--- config.mk ---
export PLATFORM = sky130hd
export DESIGN_NAME = rhm_ctrl
export DESIGN_NICKNAME = d
export VERILOG_FILES = /design/src/hw/rtl/rhm_pkg.sv /design/src/hw/rtl/rhm_ctrl.sv
export SDC_FILE = /design/constraint.sdc
export NUM_CORES = 1
export LEC_CHECK = 0
export CELL_PAD_IN_SITES_DETAIL_PLACEMENT = 1
export CELL_PAD_IN_SITES_GLOBAL_PLACEMENT = 2
export CORE_AREA = 5 5 42 44
export CTS_CLUSTER_DIAMETER = 30
export DETAILED_ROUTE_END_ITERATION = 6
export DIE_AREA = 0 0 47 49
export DONT_BUFFER_PORTS = 1
export MAX_ROUTING_LAYER = met4
export PLACE_DENSITY_LB_ADDON = 0.12
export SLEW_MARGIN = 40
export SYNTH_ARGS = -nofsm -noshare
export SYNTH_HDL_FRONTEND = slang
export SYNTH_SLANG_ARGS = --single-unit
--- constraint.sdc ---
create_clock -name clk -period 1.5 [get_ports clk]
set_input_delay 0.3 -clock clk [delete_from_list [all_inputs] [get_ports clk]]
set_output_delay 0.3 -clock clk [all_outputs]
set_load 0.02 [all_outputs]
--- src/hw/rtl/rhm_pkg.sv ---
// ----------------------------------------------------------------------------
// rhm_pkg
// shared types and constants of the ring hopping matrix row generator
// ----------------------------------------------------------------------------
package rhm_pkg;

  localparam int OPCODE_W   = 2;
  localparam int INDEX_W    = 12;
  localparam int PATTERN_W  = 16;
  localparam int ENERGY_W   = 24;
  localparam int VALUE_W    = 32;
  localparam int CFG_IDX_W  = 2;
  localparam int CFG_DATA_W = 24;
  localparam int RING_W     = 5;
  localparam int COUNT_W    = 13;
  localparam int LEN_W      = 7;

  localparam logic [OPCODE_W-1:0] OP_LOAD_BASIS = 2'd0;
  localparam logic [OPCODE_W-1:0] OP_LOAD_SITE  = 2'd1;
  localparam logic [OPCODE_W-1:0] OP_BUILD      = 2'd2;

  localparam logic [CFG_IDX_W-1:0] REG_RING_LENGTH = 2'd0;
  localparam logic [CFG_IDX_W-1:0] REG_BASIS_COUNT = 2'd1;
  localparam logic [CFG_IDX_W-1:0] REG_HOP_AMP     = 2'd2;
  localparam logic [CFG_IDX_W-1:0] REG_INTERACTION = 2'd3;

  typedef enum logic [2:0] {
    ST_IDLE,
    ST_ROW,
    ST_DIAG,
    ST_DEMIT,
    ST_HOP,
    ST_SADDR,
    ST_SCMP,
    ST_HEMIT
  } state_t;

  typedef struct packed {
    logic load_basis;
    logic load_site;
    logic start_row;
    logic latch_pattern;
    logic diag_step;
    logic emit_diag;
    logic srch_start;
    logic srch_read;
    logic srch_cmp;
    logic emit_hop;
    logic hop_skip;
  } cmd_t;

  typedef struct packed {
    logic row_ok;
    logic s_end;
    logic hop_here;
    logic rng_open;
    logic key_eq;
    logic out_free;
    logic no_hops;
    logic last_hop;
  } sts_t;

endpackage

--- src/hw/rtl/rhm_ctrl.sv ---
// ----------------------------------------------------------------------------
// rhm_ctrl
// sequencer: loads, diagonal sum, hop scan and bisection search
// ----------------------------------------------------------------------------
module rhm_ctrl (
  input  logic                  clk,
  input  logic                  rst_n,
  input  logic                  in_valid,
  input  logic [rhm_pkg::OPCODE_W-1:0] in_opcode,
  input  rhm_pkg::sts_t         sts,
  output rhm_pkg::cmd_t         cmd,
  output logic                  in_ready
);
  import rhm_pkg::*;

  state_t state_r, state_nxt;

  always_ff @(posedge clk) begin
    if (!rst_n) begin
      state_r <= ST_IDLE;
    end else begin
      state_r <= state_nxt;
    end
  end

  always_comb begin
    state_nxt = state_r;
    cmd       = '0;
    in_ready  = 1'b0;
    case (state_r)
      ST_IDLE: begin
        in_ready = 1'b1;
        if (in_valid) begin
          case (in_opcode)
            OP_LOAD_BASIS: cmd.load_basis = 1'b1;
            OP_LOAD_SITE:  cmd.load_site  = 1'b1;
            OP_BUILD: begin
              if (sts.row_ok) begin
                cmd.start_row = 1'b1;
                state_nxt     = ST_ROW;
              end
            end
            default: ;
          endcase
        end
      end
      ST_ROW: begin
        cmd.latch_pattern = 1'b1;
        state_nxt         = ST_DIAG;
      end
      ST_DIAG: begin
        cmd.diag_step = 1'b1;
        if (sts.s_end) state_nxt = ST_DEMIT;
      end
      ST_DEMIT: begin
        if (sts.out_free) begin
          cmd.emit_diag = 1'b1;
          state_nxt     = sts.no_hops ? ST_IDLE : ST_HOP;
        end
      end
      ST_HOP: begin
        if (sts.hop_here) begin
          cmd.srch_start = 1'b1;
          state_nxt      = ST_SADDR;
        end else begin
          cmd.hop_skip = 1'b1;
        end
      end
      ST_SADDR: begin
        if (sts.rng_open) begin
          cmd.srch_read = 1'b1;
          state_nxt     = ST_SCMP;
        end else begin
          state_nxt = ST_HEMIT;
        end
      end
      ST_SCMP: begin
        cmd.srch_cmp = 1'b1;
        state_nxt    = sts.key_eq ? ST_HEMIT : ST_SADDR;
      end
      ST_HEMIT: begin
        if (sts.out_free) begin
          cmd.emit_hop = 1'b1;
          state_nxt    = sts.last_hop ? ST_IDLE : ST_HOP;
        end
      end
      default: state_nxt = ST_IDLE;
    endcase
  end

endmodule

==> flow_summary.yaml, run 1 <==
floorplanning:
  rows: 14
  start_util_pct: 21.8
  core_area_um2: 1400
  die_w_um: 47
  io_pins: 25
  die_h_um: 49
  die_area_um2: 2300
worst_hold_path:
  worstHoldPathCells: 2
  hold_path_class: "in2reg"
  hp-start: "rst_n"
  hold_path_end: "state_r[0]"
placed_design:
  place_area_um2: 428
  place_congestion: 0.728
  dp_hpwl_um: 925
  numPortBuffers: 0
critical_path:
  critPathCaptureType: "primary output"
  cp_data_arrival_time_ps: 1190
  crit_type: "reg2out"
  cp-start-kind: "flop"
  max_stage_delay_ps: 360
  rr_worst_depth: 5
  cp_slowest_cell: "dfxtp_4"
  reg2reg_slack_ps: 190
  worstPathMaxFanout: 7
  rr_startpoint: "state_r[2]"
  worst_r2r_endpoint: "state_r[2]"
  cp.required_ps: 1200
  crit_path_cell_trace: "nor3_4 -> nor4bb_4 -> buf_4"
sta:
  period_needed_ps: 1490
  worstMarginPinSlew_ps: 363
  fmax_ghz: 0.670
  rsz0062_at_grt: "true"
  hold_viol_final: 0
  relSlewSlack_pct: 75.8
  fin_setup_tns_ps: 0
  finalCritPeriodShare_pct: 99.5
  drv_slew: 0
  whs_ps: 210
  skew_ps: 4.53
  setup_violations: 0
clock_tree:
  cts_sinks: 3
  cts_buffers: 3
  htreeDepth: 1
  clock_latency_ps: 230
  clk_path_buf_depth: 2
  cts_tree: "done"
  clockRootBuffer: "clkbuf_4"
  cts.clk_slew.worst_paths_ps: 40
layout:
  largest-register: "state_r"
  reg.largest.list: "state_r x3"
  finalNetCount: 71
  diodes: 0
  largest_reg_flops: 3
  syn_to_final_growth_pct: 66.0
  layout-drive-gt1-share_pct: 59.6
  postLayoutCellArea_um2: 507
logic_synthesis:
  syn_nets: 54
  async_flop_share_pct: 0
  yosysSeqAreaShare_pct: 19.7
  synthDistinctLibCells: 23
  synth.avg_cell_area_um2: 7.45
  synth_warnings: 0
  synth_top_flop_cell: "dfxtp_1"
  synthTopCellsByArea: "dfxtp_1 (20%), nand2_1 (8.6%), mux2i_1 (6.6%)"
  ys_seq_elements: 3
  syn_area_um2: 305
  netlist.top_cell.by_area: "dfxtp_1"
  synth_edf_count: 0
  synth_cells: 41
  synth_top_area_share_pct: 19.7
route:
  drtPass1Iterations: 2
  viasPerCell: 5.04
  wl_per_cell_um: 15.7
  drt_iter0_drc: 2
  num_vias: 368
  wirelength_um: 1150
  drcViolationCount: 0
  antenna_left: 0
grt:
  antenna_found_initial: 0
  grt_pass1_vias: 379
  overflow: 0
  grt.total_usage_pct: 11.3
  grt_pass1_wl_um: 1740
  grt_max_degree: 10
pwr:
  power.density_nw_per_um2: 1590
  ir_worst_vdd_v: 0.000724
  p_leak_uw: 0.000205
flow_run:
  max_cap_violations: 0
run_status:
  status: "finished clean"
## cell usage in the layout, fill, tap and decap left out, types with 2 or more instances in the layout
cell,n
o21ai_0,3
nor3_1,2
mux2i_1,2
clkbuf_4,3
nand2_1,6
dfxtp_4,3
buf_4,14
nor2_1,2
nor3_2,2
## worst max-delay path by stage
| stage | start | endpoint | slack [ps] | depth (start not counted) |
|---|---|---|---|---|
| after floorplan | state_r[2] | cmd[8] | -40 | 2 |
| after global placement | state_r[1] | state_r[2] | 70 | 4 |
| after detailed placement | state_r[1] | state_r[2] | 60 | 4 |
| after CTS | state_r[2] | cmd[10] | -3 | 3 |
| after global routing | state_r[2] | cmd[10] | -60 | 3 |
| final | state_r[2] | cmd[10] | 8 | 3 |
## cell usage after synthesis, types with 2 or more instances
cell and number:
buf_2 2, dfxtp_1 3, inv_1 2, mux2i_1 2, nand2_1 7, nor2_1 2, nor3_1 4, nor3b_1 2
o21ai_0 3
## cells by family after synthesis
| family | synth area share (%) |
|---|---|
| simple gates | 48.0 |
| mux | 6.56 |
| buf+inv | 9.43 |
| flops | 19.7 |
| compound gates | 16.4 |
## area by class of cell
cell class / instances / area (um^2)
flip-flops and latches: 3 / 71.3
well taps: 16 / 20.0
fillers: 178 / 895
inverters: 2 / 10.0
repair buffers: 15 / 116
multi-input cells: 33 / 263
clock buffers: 4 / 26.3
## per-stage QoR
stage	util (%)	setup slack (ps)	cells	power, uW
final	36.2	7.52	73	805
after global routing	36.2	-57.0	73	862
after CTS	34.7	-3.26	73	786
after detailed placement	30.5	60.2	67	593
after global placement	30.5	74.4	67	579
after floorplan	-	-44.2	41	470
## where the power goes
group	internal (uW)	switching [uW]
Sequential	120	78.0
Combinational	234	234
Clock	99.4	39.5
## layer usage
layer / wire length [um] / GRT usage [%]
met1: 390 / 10.3
met2: 641 / 18.8
met3: 94 / 5.54
met4: 22 / 5.53
met5: 0 / -
## what timing repair did
item | CTS | global route
endpoints found under the setup margin | 11 | 9
setup buffers | 2 | 0
resized for setup | 7 | 7
pin swaps | 1 | 0
hold buffers | 0 | 0
## worst max-delay path, delay by kind of cell, from the launching register on
kind | cells | cell delay [ps]
buf+inv | 1 | 180
flops | 1 | 360
simple gates | 2 | 420
Power figures use the tool's default switching activity.
==> run 2: changes to the inputs <==
--- a/config.mk
+++ b/config.mk
@@ -8,6 +8,7 @@
 export CELL_PAD_IN_SITES_DETAIL_PLACEMENT = 1
 export CELL_PAD_IN_SITES_GLOBAL_PLACEMENT = 2
 export CORE_AREA = 5 5 42 44
+export CTS_BUF_LIST = sky130_fd_sc_hd__clkbuf_8
 export CTS_CLUSTER_DIAMETER = 30
 export DETAILED_ROUTE_END_ITERATION = 6
 export DIE_AREA = 0 0 47 49
==> flow_summary.yaml, run 2 (same netlist as run 1, synthesis figures left out) <==
layout:
  diodes: 0
  layout.cells.most_common: "buf_4"
  final_cell_mix: "buf_4 (15), nand2_1 (6), o21ai_0 (3), clkbuf_8 (3)"
  largest_reg_flops: 3
  fin_cells: 73
  syn_to_final_growth_pct: 68.0
  largest-register: "state_r"
  layout-drive-gt1-share_pct: 57.9
  finalNetCount: 71
  utilization_pct: 36.6
  reg.largest.list: "state_r x3"
pwr:
  p_leak_uw: 0.000215
  power.density_nw_per_um2: 1750
  ir_worst_vdd_v: 0.000800
  power_uw: 900
route:
  antenna_left: 0
  drcViolationCount: 0
  wl_per_cell_um: 15.8
  drtPass1Iterations: 3
  viasPerCell: 5.25
  num_vias: 383
  drt_iter0_drc: 3
  wirelength_um: 1150
grt:
  grt_pass1_vias: 392
  overflow: 0
  grt_max_degree: 10
  grt.total_usage_pct: 11.3
  antenna_found_initial: 0
  grt_pass1_wl_um: 1750
sta:
  drv_slew: 0
  finalCritPeriodShare_pct: 98.2
  setup_violations: 0
  relSlewSlack_pct: 75.5
  hold_viol_final: 0
  worstMarginPinSlew_ps: 367
  fin_setup_tns_ps: 0
  rsz0062_at_grt: "true"
  fmax_ghz: 0.679
  period_needed_ps: 1470
  skew_ps: 5.38
worst_hold_path:
  worstHoldPathCells: 2
  hold_path_class: "in2reg"
floorplanning:
  core_area_um2: 1400
  rows: 14
  io_pins: 25
  die_w_um: 47
  start_util_pct: 21.8
  die_h_um: 49
  die_area_um2: 2300
critical_path:
  critPathCaptureType: "primary output"
  max_stage_delay_ps: 370
  cp_slowest_cell: "dfxtp_4"
  cp_data_arrival_time_ps: 1170
  cp.required_ps: 1200
  cp-start-kind: "flop"
  crit_type: "reg2out"
  rr_worst_depth: 4
  worstPathMaxFanout: 8
  crit_path_cell_trace: "nor3_4 -> nor4bb_4 -> buf_4"
clock_tree:
  cts_buffers: 3
  cts_tree: "done"
  clk_path_buf_depth: 2
  clockRootBuffer: "clkbuf_8"
  htreeDepth: 1
  cts.clk_slew.worst_paths_ps: 30
  clock_latency_ps: 220
  cts_sinks: 3
flow_run:
  max_cap_violations: 0
placed_design:
  place_congestion: 0.728
  dp_hpwl_um: 925
  place_inst: 67
  numPortBuffers: 0
run_status:
  status: "finished clean"
-- run 2: changes by cell type in the layout (fill, tap and decap cells not counted), moves of 2 or more --
cell,previous run,this run
dfxtp_2,0,2
dfxtp_4,3,1
clkbuf_8,0,3
clkbuf_4,3,0
-- run 2: final cells by class --
type / count / area [um^2]
Timing Repair Buffer: 15 / 113
Multi-Input combinational cell: 33 / 262
Clock buffer: 3 / 41.3
Clock inverter: 1 / 3.75
Inverter: 2 / 7.51
Sequential cell: 3 / 66.3
Fill cell: 177 / 888
Tap cell: 16 / 20.0
-- run 2: worst paths after layout --
check,end,startpoint,slack [ps]
max,cmd[10],state_r[0],30
min,state_r[0],rst_n,220
min reg2reg,state_r[0],state_r[0],520
max reg2reg,state_r[2],state_r[1],190
-- run 2: what timing repair did --
item                       in CTS  in global routing
pin swaps                       1                  1
hold buffers                    0                  0
cloned                          0                  0
setup buffers                   1                  1
setup endpoints to repair      11                  5
gates resized for setup         5                  4
-- run 2: where the power goes --
part,total [uW],switching [uW],internal [uW]
Combinational,491,243,247
Sequential,180,61.7,118
Clock,230,55.3,174
-- run 2: per-layer routing --
| metal | share of wire [%] | track usage (%) | vias to the layer above |
|---|---|---|---|
| met2 | 56 | 19.0 | 14 |
| met3 | 8.2 | 4.43 | 4 |
| met5 | 0 | - | - |
| met4 | 2.3 | 6.91 | 0 |
| li1 | - | - | 186 |
| met1 | 34 | 10.1 | 179 |
-- run 2: through the flow --
step                hold slack [ps]  instance area (um^2)  worst slack [ps]
finish                          223                   513              26.8
global route                    234                   513             -26.6
CTS                             225                   489              6.53
detailed placement              460                   428              60.2
global placement                449                   428              74.4
floorplan                       438                   332             -44.2
-- run 2: critical path, delay by kind of cell, from the launching register on --
kind | cells | cell delay [ps]
simple gates | 2 | 420
buf+inv | 1 | 170
flops | 1 | 370
==> run 3: changes to the inputs <==
--- a/config.mk
+++ b/config.mk
@@ -15,7 +15,6 @@
 export DONT_BUFFER_PORTS = 1
 export MAX_ROUTING_LAYER = met4
 export PLACE_DENSITY_LB_ADDON = 0.12
-export SLEW_MARGIN = 40
 export SYNTH_ARGS = -nofsm -noshare
 export SYNTH_HDL_FRONTEND = slang
 export SYNTH_SLANG_ARGS = --single-unit
==> constraint.sdc (replaced) <==
create_clock -name clk -period 1.56 [get_ports clk]
set_input_delay 0.312 -clock clk [delete_from_list [all_inputs] [get_ports clk]]
set_output_delay 0.312 -clock clk [all_outputs]
set_load 0.02 [all_outputs]
==> flow_summary.yaml, run 3 (same netlist as run 1, synthesis figures left out) <==
clock_tree:
  cts.clk_slew.worst_paths_ps: 30
  cts_tree: "done"
  htreeDepth: 1
  cts_sinks: 3
  holdBufCountCts: 0
  cts_buffers: 3
  clock_latency_ps: 210
  clockRootBuffer: "clkbuf_8"
  clk_path_buf_depth: 2
placed_design:
  place_inst: 66
  numPortBuffers: 0
  dp_slack_ps: 81.7
  dp_hpwl_um: 877
  place_congestion: 0.714
sta:
  fin_ws_ps: 70.2
  finalCritPeriodShare_pct: 95.5
  skew_ps: 0.283
  rsz0062_at_grt: "false"
  drv_slew: 0
  worstMarginPinSlew_ps: 368
  fmax_ghz: 0.671
  hold_viol_final: 0
  whs_ps: 242
  period_needed_ps: 1490
  relSlewSlack_pct: 75.5
  setup_violations: 0
layout:
  layout.cells.most_common: "buf_4"
  utilization_pct: 34.9
  finalNetCount: 70
  fin_cells: 72
  largest-register: "state_r"
  largest_reg_flops: 3
  final_cell_mix: "buf_4 (14), nand2_1 (7), nor3_1 (4)"
  multi_input_area_um2: 243
  diodes: 0
  syn_to_final_growth_pct: 60.2
  reg.largest.list: "state_r x3"
  seq_area_um2: 68.8
  layout-drive-gt1-share_pct: 50.0
  fillers: 182
route:
  antenna_left: 0
  num_vias: 368
  drtPass1Iterations: 3
  wirelength_um: 1070
  viasPerCell: 5.11
  drcViolationCount: 0
  wl_per_cell_um: 14.8
  drt_iter0_drc: 2
grt:
  grt_pass1_vias: 382
  grt.total_usage_pct: 9.97
  antenna_found_initial: 0
  grt_pass1_wl_um: 1610
  grt_max_degree: 10
  overflow: 0
critical_path:
  cp_data_arrival_time_ps: 1180
  worstPathMaxFanout: 8
  rr_startpoint: "state_r[2]"
  max_stage_delay_ps: 360
  critPathCaptureType: "primary output"
  cp_slowest_cell: "dfxtp_4"
  crit_start: "state_r[1]"
  crit_path_cell_trace: "nor3_4 -> nor4bb_4 -> buf_4"
  cp-start-kind: "flop"
  cp.required_ps: 1250
  crit_type: "reg2out"
pwr:
  p_leak_uw: 0.000204
  power.density_nw_per_um2: 1700
  ir_worst_vdd_v: 0.000674
worst_hold_path:
  hp-start: "rst_n"
  hold_path_class: "in2reg"
floorplanning:
  rows: 14
  start_util_pct: 21.8
  die_area_um2: 2300
  io_pins: 25
  die_w_um: 47
  die_h_um: 49
  core_area_um2: 1400
run_status:
  status: "finished clean"
flow_run:
  max_cap_violations: 0
==> run 3: path summary, 6_finish.rpt <==
check / endpoint / slack [ps] / cells after the start
worst max-delay path: cmd[10] / 70 / 3
worst min-delay path: state_r[0] / 240 / 2
worst max register to register: state_r[2] / 170 / 5
worst min register to register: state_r[0] / 530 / 2
==> run 3: critical path: cells and delay by family, from the launching register on <==
family                 cells  cell delay [ps]
DFF                        1              360
and+or+nand+nor            2              430
buffers and inverters      1              170
==> run 3: through the flow <==
step,total power (uW),setup TNS (ps),area (um^2)
2_1_floorplan,450,-1.82,327
3_3_place_gp,545,0,415
3_5_place_dp,562,0,415
4_1_cts,819,0,472
5_1_grt,876,0,489
6_report,831,0,489
==> run 3: report_power, final <==
group          total [uW]  internal (uW)  switching, uW
clock network         215            167           47.9
registers             180            117           63.2
logic                 436            218            217
==> run 3: what timing repair did <==
| action | CTS | global route |
|---|---|---|
| pin swaps | 1 | 1 |
| gates cloned | 0 | 0 |
| endpoints found under the setup margin | 9 | 4 |
| buffers inserted | 1 | 1 |
| gates resized for setup | 3 | 4 |
==> run 3: layer usage <==
metal / share of wire [%] / wire, um / global-route usage [%]
met1: 36 / 381 / 9.91
met2: 53 / 570 / 16.1
met3: 8.1 / 86 / 2.95
met4: 2.6 / 28 / 6.45
met5: 0 / 0 / -
==> run 3: final cells by class <==
cell class,count,area share (%)
flip-flops and latches,3,14.1
inverters,2,1.53
well taps,16,4.09
multi-input cells,33,49.6
clock inverters,1,0.767
repair buffers,14,21.5
clock buffers,3,8.44
